**config.mk**
```make
export PLATFORM = sky130hd
export DESIGN_NAME = discrete_input_read_responder
export DESIGN_NICKNAME = d
export VERILOG_FILES = /design/src/rtl/dirr_pkg.sv /design/src/rtl/discrete_input_read_responder.sv
export VERILOG_INCLUDE_DIRS = /design/src /design/src/rtl
export SDC_FILE = /design/constraint.sdc
export NUM_CORES = 1
export LEC_CHECK = 0
export BUFFER_PORTS_ARGS = -buffer_cell sky130_fd_sc_hd__buf_2
export CAP_MARGIN = 20
export CORE_ASPECT_RATIO = 1.75
export CORE_MARGIN = 3
export CORE_UTILIZATION = 45
export CTS_CLUSTER_SIZE = 14
export DETAILED_ROUTE_END_ITERATION = 16
export GPL_TIMING_DRIVEN = 0
export HOLD_SLACK_MARGIN = 0.12
export MAX_ROUTING_LAYER = met4
export PLACE_DENSITY = 0.71
export SLEW_MARGIN = 0
export SYNTH_ARGS = -nofsm -noshare
export SYNTH_HDL_FRONTEND = slang
export SYNTH_SLANG_ARGS = --single-unit
```
**constraint.sdc**
```tcl
create_clock -name clk -period 5.6 [get_ports clk]
set_input_delay 0.84 -clock clk [delete_from_list [all_inputs] [get_ports clk]]
set_output_delay 0.84 -clock clk [all_outputs]
set_load 0.01 [all_outputs]
```
**src/rtl/assert_macros.svh**
```systemverilog
// Assertion macros shared by the RTL of the read responder.
// Each macro builds one clocked concurrent assertion on clk, disabled in reset.
`ifndef ASSERT_MACROS_SVH
`define ASSERT_MACROS_SVH

// Checks a property at every rising edge of clk while rst is low.
`define ASSERT_CLK(label, prop, msg) \
  label: assert property (@(posedge clk) disable iff (rst) (prop)) else $error(msg);

// Checks that one condition is followed by another in the next cycle.
`define ASSERT_NEXT(label, cond, prop, msg) \
  label: assert property (@(posedge clk) disable iff (rst) (cond) |=> (prop)) else $error(msg);

`endif

```
**src/rtl/dirr_pkg.sv**
```systemverilog
// Package for the discrete input read responder: payload structs and codes.
// It has no dependencies and is imported by the top level.
`timescale 1ns / 1ps

package dirr_pkg;

  localparam logic [15:0] QTY_MAX = 16'h07D0;
  localparam logic [7:0] EXC_FLAG = 8'h80;
  localparam logic [7:0] EXC_ADDR = 8'd2;
  localparam logic [7:0] EXC_VALUE = 8'd3;
  localparam logic [7:0] MIN_REQUEST_LENGTH = 8'd4;
  localparam logic [2:0] LAST_BIT_POSITION = 3'd7;

  localparam logic CMD_HEADER = 1'b0;
  localparam logic CMD_BIT = 1'b1;

  localparam logic [1:0] KIND_COUNT = 2'd0;
  localparam logic [1:0] KIND_DATA = 2'd1;
  localparam logic [1:0] KIND_EXCEPTION = 2'd2;

  localparam logic [1:0] STATUS_OK = 2'd0;
  localparam logic [1:0] STATUS_REQ_TRUNC = 2'd1;
  localparam logic [1:0] STATUS_RSP_TRUNC = 2'd2;

  localparam logic [1:0] CFG_FIRST_ADDRESS = 2'd0;
  localparam logic [1:0] CFG_LAST_ADDRESS = 2'd1;
  localparam logic [1:0] CFG_CAPACITY = 2'd2;

  localparam logic [15:0] FIRST_ADDRESS_RESET = 16'h0000;
  localparam logic [15:0] LAST_ADDRESS_RESET = 16'hFFFF;
  localparam logic [8:0] CAPACITY_RESET = 9'd256;

  typedef struct packed {
    logic        cmd;
    logic [7:0]  function_code;
    logic [15:0] start_address;
    logic [15:0] quantity;
    logic [7:0]  request_length;
    logic        input_bit;
  } dirr_in_t;

  typedef struct packed {
    logic [7:0] response_code;
    logic [7:0] data_byte;
    logic [1:0] byte_kind;
    logic [1:0] status;
    logic       last;
  } dirr_out_t;

endpackage

```
**src/rtl/discrete_input_read_responder.sv**
```systemverilog
// Top level of the discrete input read responder: request checks and bit packing.
// Depends on dirr_pkg and on assert_macros.svh for its assertions.
//
//   channel   direction  handshake            payload
//   in        input      in_valid / in_stall  in_data (dirr_in_t)
//   out       output     out_valid / out_stall out_data (dirr_out_t)
//   cfg       input      cfg_valid / cfg_ready cfg_index, cfg_data
//
// A new transfer is taken in every cycle while in_stall is low.
// An output register and a skid register hold up to two results, so a transfer
// is still taken while one result waits; in_stall rises only when both are full.
// Synchronous reset clears the flags and transfer state but not the data registers.
// Configuration writes are always ready and take effect on the next cycle.
`timescale 1ns / 1ps
`include "assert_macros.svh"

module discrete_input_read_responder
  import dirr_pkg::*;
(
  input  logic        clk,
  input  logic        rst,
  input  logic        in_valid,
  output logic        in_stall,
  input  dirr_in_t    in_data,
  output logic        out_valid,
  input  logic        out_stall,
  output dirr_out_t   out_data,
  input  logic        cfg_valid,
  output logic        cfg_ready,
  input  logic [1:0]  cfg_index,
  input  logic [15:0] cfg_data
);

  logic [15:0] valid_first_address;
  logic [15:0] valid_last_address;
  logic [8:0]  response_capacity;

  logic        transfer_active, transfer_active_next;
  logic [10:0] bits_remaining, bits_remaining_next;
  logic [2:0]  bit_position, bit_position_next;
  logic [7:0]  packing_byte, packing_byte_next;
  logic [8:0]  bytes_written, bytes_written_next;
  logic [7:0]  saved_code, saved_code_next;

  logic        skid_valid;
  dirr_out_t   skid_data;

  logic        accept;
  logic        take;
  logic        res_valid;
  dirr_out_t   res;

  logic [16:0] end_address;
  logic        qty_bad;
  logic        addr_bad;
  logic        capacity_zero;
  logic [10:0] qty_minus_one;
  logic [7:0]  byte_count;
  logic [7:0]  packed_byte;
  logic [10:0] remaining_dec;
  logic        emit;
  logic        fin;

  assign cfg_ready = 1'b1;
  assign in_stall = skid_valid;
  assign accept = in_valid && !in_stall;
  assign take = out_valid && !out_stall;

  always_ff @(posedge clk) begin
    if (rst) begin
      valid_first_address <= FIRST_ADDRESS_RESET;
      valid_last_address <= LAST_ADDRESS_RESET;
      response_capacity <= CAPACITY_RESET;
    end else if (cfg_valid && cfg_ready) begin
      unique case (cfg_index)
        CFG_FIRST_ADDRESS: valid_first_address <= cfg_data;
        CFG_LAST_ADDRESS: valid_last_address <= cfg_data;
        CFG_CAPACITY: response_capacity <= cfg_data[8:0];
        default: ;
      endcase
    end
  end

  assign end_address = {1'b0, in_data.start_address} + {1'b0, in_data.quantity} - 17'd1;
  assign qty_bad = (in_data.quantity == 16'd0) || (in_data.quantity > QTY_MAX);
  assign addr_bad = (in_data.start_address < valid_first_address)
                 || (in_data.start_address > valid_last_address)
                 || end_address[16]
                 || (end_address[15:0] < valid_first_address)
                 || (end_address[15:0] > valid_last_address);
  assign capacity_zero = (response_capacity == 9'd0);
  assign qty_minus_one = in_data.quantity[10:0] - 11'd1;
  assign byte_count = qty_minus_one[10:3] + 8'd1;

  assign packed_byte = packing_byte | (8'(in_data.input_bit) << bit_position);
  assign remaining_dec = bits_remaining - 11'd1;
  assign emit = (bit_position == LAST_BIT_POSITION) || (remaining_dec == 11'd0);
  assign fin = (remaining_dec == 11'd0);

  always_comb begin
    transfer_active_next = transfer_active;
    bits_remaining_next = bits_remaining;
    bit_position_next = bit_position;
    packing_byte_next = packing_byte;
    bytes_written_next = bytes_written;
    saved_code_next = saved_code;
    res_valid = 1'b0;
    res = '0;
    if (in_data.cmd == CMD_HEADER) begin
      transfer_active_next = 1'b0;
      bits_remaining_next = '0;
      bit_position_next = '0;
      packing_byte_next = '0;
      bytes_written_next = '0;
      saved_code_next = '0;
      res_valid = 1'b1;
      res.last = 1'b1;
      if (in_data.request_length < MIN_REQUEST_LENGTH) begin
        res.status = STATUS_REQ_TRUNC;
      end else if (qty_bad || addr_bad) begin
        res.byte_kind = KIND_EXCEPTION;
        if (capacity_zero) begin
          res.status = STATUS_RSP_TRUNC;
        end else begin
          res.response_code = in_data.function_code + EXC_FLAG;
          res.data_byte = qty_bad ? EXC_VALUE : EXC_ADDR;
        end
      end else if (capacity_zero) begin
        res.status = STATUS_RSP_TRUNC;
      end else begin
        res.response_code = in_data.function_code;
        res.data_byte = byte_count;
        res.last = 1'b0;
        transfer_active_next = 1'b1;
        bits_remaining_next = in_data.quantity[10:0];
        bytes_written_next = 9'd1;
        saved_code_next = in_data.function_code;
      end
    end else if (transfer_active) begin
      bits_remaining_next = remaining_dec;
      if (!emit) begin
        bit_position_next = bit_position + 3'd1;
        packing_byte_next = packed_byte;
      end else begin
        res_valid = 1'b1;
        bit_position_next = '0;
        packing_byte_next = '0;
        if (bytes_written >= response_capacity) begin
          res.byte_kind = KIND_DATA;
          res.status = STATUS_RSP_TRUNC;
          res.last = 1'b1;
          transfer_active_next = 1'b0;
          bits_remaining_next = '0;
          bytes_written_next = '0;
          saved_code_next = '0;
        end else begin
          res.response_code = saved_code;
          res.data_byte = packed_byte;
          res.byte_kind = KIND_DATA;
          res.last = fin;
          bytes_written_next = bytes_written + 9'd1;
          if (fin) begin
            transfer_active_next = 1'b0;
            bytes_written_next = '0;
            saved_code_next = '0;
          end
        end
      end
    end
  end

  always_ff @(posedge clk) begin
    if (rst) begin
      transfer_active <= 1'b0;
      bits_remaining <= '0;
      bit_position <= '0;
      packing_byte <= '0;
      bytes_written <= '0;
      saved_code <= '0;
    end else if (accept) begin
      transfer_active <= transfer_active_next;
      bits_remaining <= bits_remaining_next;
      bit_position <= bit_position_next;
      packing_byte <= packing_byte_next;
      bytes_written <= bytes_written_next;
      saved_code <= saved_code_next;
    end
  end

  // The skid register is only filled while the output register holds a waiting result.
  always_ff @(posedge clk) begin
    if (rst) begin
      out_valid <= 1'b0;
      skid_valid <= 1'b0;
    end else if (!out_valid || take) begin
      if (skid_valid) begin
        out_valid <= 1'b1;
        skid_valid <= 1'b0;
      end else begin
        out_valid <= accept && res_valid;
      end
    end else if (accept && res_valid) begin
      skid_valid <= 1'b1;
    end
  end

  always_ff @(posedge clk) begin
    if (!out_valid || take) begin
      if (skid_valid) begin
        out_data <= skid_data;
      end else if (accept && res_valid) begin
        out_data <= res;
      end
    end else if (accept && res_valid) begin
      skid_data <= res;
    end
  end

  `ASSERT_CLK(a_skid_needs_out, !skid_valid || out_valid, "Skid register full while output register is empty.")
  `ASSERT_CLK(a_active_has_bits, !transfer_active || (bits_remaining != 11'd0), "Active transfer with no bits remaining.")
  `ASSERT_CLK(a_idle_is_clear, transfer_active || ((bit_position == 3'd0) && (packing_byte == 8'd0)), "Idle with a partly packed byte.")
  `ASSERT_NEXT(a_stalled_out_holds, out_valid && out_stall && !rst, out_valid && $stable(out_data), "Stalled result changed before its transfer.")

endmodule
```
## Yosys cells after proc, flatten, opt, wreduce, memory -nomap -nowiden

Index checks and enable logic that the tools add are counted.

| word-level totals | value |
|---|---|
| register bits | 125 |
| output and inout bits | 24 |
| logic and storage cells | 133 |

| operators by class | value |
|---|---|
| add/sub/neg operators | 8 |
| magnitude comparators | 7 |
| equality and inequality tests | 6 |
| shifts and indexed selects | 1 |
| muxes and demuxes | 60 |
| bitwise operators | 2 |
| reduce and logical (&&, ||, !) cells | 28 |

Operators by type and width:

| cell | number |
|---|---|
| 2-to-1 mux 21 bit | 5 |
| 2-to-1 mux 8 bit | 11 |
| 2-to-1 mux 11 bit | 7 |
| 2-to-1 mux 16 bit | 4 |
| 2-to-1 mux 9 bit | 5 |
| greater-than comparator 16 bit | 2 |
| < comparator 16 bit | 2 |
| subtractor 11 x 1 -> 11 bit, second input constant | 2 |
| 2-to-1 mux 1 bit | 20 |
| 2-to-1 mux 18 bit | 1 |
| adder 16 x 16 -> 17 bit | 1 |
| subtractor 17 x 1 -> 17 bit, second input constant | 1 |
| greater-than comparator 16 x 11 -> 1 bit, second input constant | 1 |
| zero test 16 bit | 1 |
| AND reduction 2 bit | 6 |
| zero test 11 bit | 1 |
| adder 9 x 1 -> 9 bit, second input constant | 1 |
| >= comparator 9 bit | 1 |
| zero test 9 bit | 1 |
| 2-to-1 mux 3 bit | 3 |
| adder 8 x 1 -> 8 bit, second input constant | 1 |
| adder 8 bit, second input constant | 1 |
| logical OR 1 bit | 8 |
| < comparator 8 x 3 -> 1 bit, second input constant | 1 |
| 17 further kinds | 25 |

## Longest topological paths before layout

| logic depth | value |
|---|---|
| word-level depth | 11 |
| gate-level depth with buffers | 25 |
| depth with buffers taken out | 23 |

## Worst setup path after synthesis

Ideal clock, no wire load.

| timing path | value |
|---|---|
| kind | input port to flip-flop |
| start | input in_data[10] (netlist name) |
| end | register bits_remaining[1] |
| setup time | 86 ps |
| data arrival time | 4944 ps |
| path slack | 571 ps |
| stages on the path | 25 |
| buffers on the path | 2 |
| cell sequence | inv_1 -> ha_1 -> inv_1 -> ha_1 -> inv_1 -> fa_1 -> nor2b_1 -> o21ai_0 -> a21oi_1 -> nor4_1 -> o21bai_1 -> a21oi_1 -> o21ai_0 -> xor2_1 -> ha_1 -> nand4_1 -> nor4_1 -> a21boi_1 -> o41a_1 -> a221oi_2 -> and4_1 -> buf_2 -> buf_4 -> a21oi_1 -> a211oi_1 |

| between the ends | value |
|---|---|
| cells in the longest elaborated chain, start to end | 9 |
| elaborated cells between the ends (all ways) | 15 |

RTL lines:

| element | line | text |
|---|---|---|
| start, declared | discrete_input_read_responder.sv:24 | `input dirr_in_t in_data,` |
| adder 16 x 16 -> 17 bit | discrete_input_read_responder.sv:84 | `assign end_address = {1'b0, in_data.start_address} + {1'b0, in_data.quantity} - 17'd1;` |
| subtractor 17 x 1 -> 17 bit | discrete_input_read_responder.sv:84 |  |
| < comparator 16 bit / logical OR 1 bit (equally long branches) | discrete_input_read_responder.sv:89, discrete_input_read_responder.sv:88 |  |
| logical OR 1 bit | discrete_input_read_responder.sv:89 | `\|\| (end_address[15:0] < valid_first_address)` |
| logical OR 1 bit | discrete_input_read_responder.sv:90 | `\|\| (end_address[15:0] > valid_last_address);` |
| logical OR 1 bit | discrete_input_read_responder.sv:120 | `end else if (qty_bad \|\| addr_bad) begin` |
| 2-to-1 mux 11 bit (*) | discrete_input_read_responder.sv:120 |  |
| 2-to-1 mux 11 bit (*) | discrete_input_read_responder.sv:118 | `if (in_data.request_length < MIN_REQUEST_LENGTH) begin` |
| 2-to-1 mux 11 bit (*) | discrete_input_read_responder.sv:109 | `if (in_data.cmd == CMD_HEADER) begin` |
| end signal, assigned | discrete_input_read_responder.sv:182 | `bits_remaining <= bits_remaining_next;` |
| end, declared | discrete_input_read_responder.sv:39 | `logic [10:0] bits_remaining, bits_remaining_next;` |

Mark *: on every way between the ends. The rest lies on a longest branch, timed or not.
A chain may end at the register's enable or synchronous reset.

## Worst setup path after layout

| timing path | value |
|---|---|
| start | input in_data[10] (netlist name) |
| end | register bits_remaining[8] |

| between the ends | value |
|---|---|
| cells in the longest elaborated chain, start to end | 9 |
| elaborated cells between the ends (all ways) | 14 |

RTL lines:

| element | line |
|---|---|
| adder 16 x 16 -> 17 bit | discrete_input_read_responder.sv:84 |
| subtractor 17 x 1 -> 17 bit | discrete_input_read_responder.sv:84 |
| < comparator 16 bit / logical OR 1 bit (equally long branches) | discrete_input_read_responder.sv:89, discrete_input_read_responder.sv:88 |
| logical OR 1 bit | discrete_input_read_responder.sv:89 |
| logical OR 1 bit | discrete_input_read_responder.sv:90 |
| logical OR 1 bit (*) | discrete_input_read_responder.sv:120 |
| 2-to-1 mux 11 bit (*) | discrete_input_read_responder.sv:120 |
| 2-to-1 mux 11 bit (*) | discrete_input_read_responder.sv:118 |
| 2-to-1 mux 11 bit (*) | discrete_input_read_responder.sv:109 |

Marked as above.

==> key figures <==
Power and ir drop
  • VDD IR max: 0.000163 V
  • Pwr per Cell Area: 277 mW/mm²
  • P_leak: 4.45 nW

Logic synthesis
  • Top FF cell, synth: dfxtp_1
  • Number of synthesized register bits: 125
  • Yosys cell types: 72
  • Yosys warning count: 0
  • Syn_area_per_cell: 8.63 µm²
  • Biggest area consumer among synthesized cells: dfxtp_1
  • Post-Syn Area: 0.00831 mm²
  • Asr flop ratio synth: 0%
  • Syn nets: 1,145
  • EDFF count, synth: 42
  • Synth top area share: 20.0%
  • Area contributors post-synth: dfxtp_1 20%, ha_1 16%, edfxtp_1 15%
  • Seq/Total Area, Yosys: 35.2%
  • Synthesized instance count: 963

CTS
  • Clk_lat worst skew: 430 ps
  • CTS tree: yes
  • Root Buffer Master: clkbuf_16
  • H-tree depth: 4
  • Clock Sink Count: 125
  • CTS buffer count: 17
  • Clock Pin Slew Worst Setup and Hold Paths: 60 ps
  • Clk buf depth: 2

Place
  • Dpl hpwl: 18,300 µm
  • GP Congestion: 0.968
  • Number of port buffers: 93
  • Setup WS pre-CTS: -787 ps
  • Placed cells: 1,292

Critical path
  • Worst path max stage delay: 400 ps
  • CP arrival: 5710 ps
  • Startpoint Class: input port
  • Setup CP Type: in2reg
  • CP Data Required Time: 5950 ps
  • Crit-path max FO: 10
  • Setup crit end kind: flip-flop
  • Critical-path top delay cell: fa_1

Die
  • IO Count: 97
  • FP Rows: 65
  • Die area: 0.0202 mm²
  • Initial Utilization: 46.0%
  • Chip width: 109 µm
  • Core outline area: 0.0181 mm²
  • Die Ht: 186 µm

STA
  • Max Clk Rate: 0.186 GHz
  • Final critical-path setup slack: 233 ps
  • Hold Vio Cnt, Final: 0
  • Least-Margin Pin Slew: 827 ps
  • Final slew viol count: 0
  • Post-route minimum period: 5370 ps
  • # setup viols final: 0
  • Slew margin rel.: 44.5%
  • Setup Skew: 13.9 ps
  • Period utilisation layout: 95.8%

Cells and area
  • Final #Nets: 1,263
  • Layout Area Growth over Synthesis: 18.2%
  • Diode count: 0
  • Layout Cells excl Fill: 1,328
  • Most frequent cells in the layout: 118 x nand2_1, 115 x inv_1, 108 x ha_1
  • Most common cell after layout, fill and taps aside: nand2_1
  • Fin util: 54.4%
  • Fill count: 1,706
  • Share of layout cells above drive strength 1: 16.4%

Drt
  • Pre-antenna DRT Iters: 5
  • 1st-iter DRT viols: 338
  • DRC Markers: 0
  • Vias after detailed routing: 7,450
  • Post-route ant nets: 0
  • Routed len/inst: 17.2 µm
  • Routed Wire Length: 22,900 µm
  • Via density: 5.61

GRT
  • Largest net degree at the start of global routing: 17
  • First-pass GRT wire length: 35,600 µm
  • Initial antenna violation count: 0
  • Vias in the first global route: 7,326
  • Gr usage total: 23.5%
  • Total grt overflow: 0

Worst hold path
  • Worst Hold Class: reg2reg

Run status
  • Status: finished clean

Run
  • Maxcap violations: 0
[repair_timing]
action	in CTS	in global routing
setup buffers	2	2
setup endpoints to repair	35	31
pin swaps	1	5
resized for setup	8	11
hold buffers	0	0
[state kept, by name, summed over array words and instances (netlist names), 3 cells and up]
name	flops
out_data	21
skid_data	21
valid_first_address	16
valid_last_address	16
bits_remaining	11
bytes_written	9
response_capacity	9
packing_byte	8
saved_code	8
bit_position	3
[per-layer routing]
metal	track usage (%)	routed length (µm)
met5	-	0
met3	2.85	848
met1	22.3	8170
met4	16.0	1600
met2	43.2	12300
[report_power, final]
part	internal (mW)	leakage [nW]	total [mW]	switching, mW
Clock	0.636	0.285	1.12	0.486
Combinational	0.253	3.10	0.615	0.362
Sequential	0.961	1.06	0.983	0.0222
Total	1.85	4.45	2.72	0.871
[path summary, 6_finish.rpt]
check                    startpoint                end  slack [ps]  depth (start not counted)
hold reg to reg       saved_code[4]      saved_code[4]         450                          2
setup reg to reg  bits_remaining[0]        out_data[6]        2290                         10
setup / recovery        in_data[10]  bits_remaining[8]         230                         27
hold / removal        saved_code[4]      saved_code[4]         450                          2
[stage by stage]
step / area [µm²] / hold WS, ps / TNS (ps) / total power [mW]
2_1_floorplan: 8310 / 432 / 0 / 1.40
3_3_place_gp: 9070 / 437 / -22370 / 1.56
3_5_place_dp: 9100 / 443 / -24090 / 1.57
4_1_cts: 9760 / 454 / 0 / 2.70
5_1_grt: 9820 / 474 / -12.3 / 2.84
6_report: 9820 / 454 / 0 / 2.72
[cell usage after synthesis, types with 4 or more instances]
cell type	number
ha_1	108
xnor2_1	21
o21ai_1	8
nand2_1	118
mux2_2	17
nand2b_1	11
xor2_1	9
o21ai_0	24
a31oi_1	7
o211ai_1	5
nor3_1	17
clkbuf_1	22
and3_1	9
nand3_1	23
o21a_1	5
nand4_1	20
a221oi_1	4
nor2_1	59
a22o_1	13
edfxtp_1	42
dfxtp_1	83
a21o_1	16
mux2i_1	8
o31ai_1	5
a21oi_1	91
or4_1	5
a211oi_1	8
nand3b_1	17
inv_1	115
nor4_1	9
nor2b_1	7
[cell type report]
cell class	count	area [µm²]	share of cell area, %
inverters	115	432	4.39
flip-flops and latches	125	2920	29.8
multi-input cells	693	4900	49.9
repair buffers	99	526	5.35
well taps	234	293	2.98
clock buffers	17	425	4.33
clock inverters	15	174	1.77
plain buffers	30	148	1.50
[logic make-up (layout without fill, tap and decap cells)]
group	Yosys count	count (layout)	synth area share (%)
AND/OR/NAND/NOR	314	314	18.7
flip-flops	125	125	35.2
other	1	1	0.0451
buffers and inverters	145	276	6.87
multiplexers	25	25	3.27
XOR/XNOR	30	30	3.16
adder cells (fa/ha/maj)	109	109	16.5
AO/OA/AOI/OAI	214	214	16.3
[critical path: cells and delay by family]
kind	cells	cell delay, ps
xor gates and xnor gates	1	90
buffers and inverters	7	930
adders and majority gates	4	1160
AOI/OAI and AO/OA	9	1740
and+or+nand+nor	6	940
Note: power is estimated with default switching activity, not from simulation.
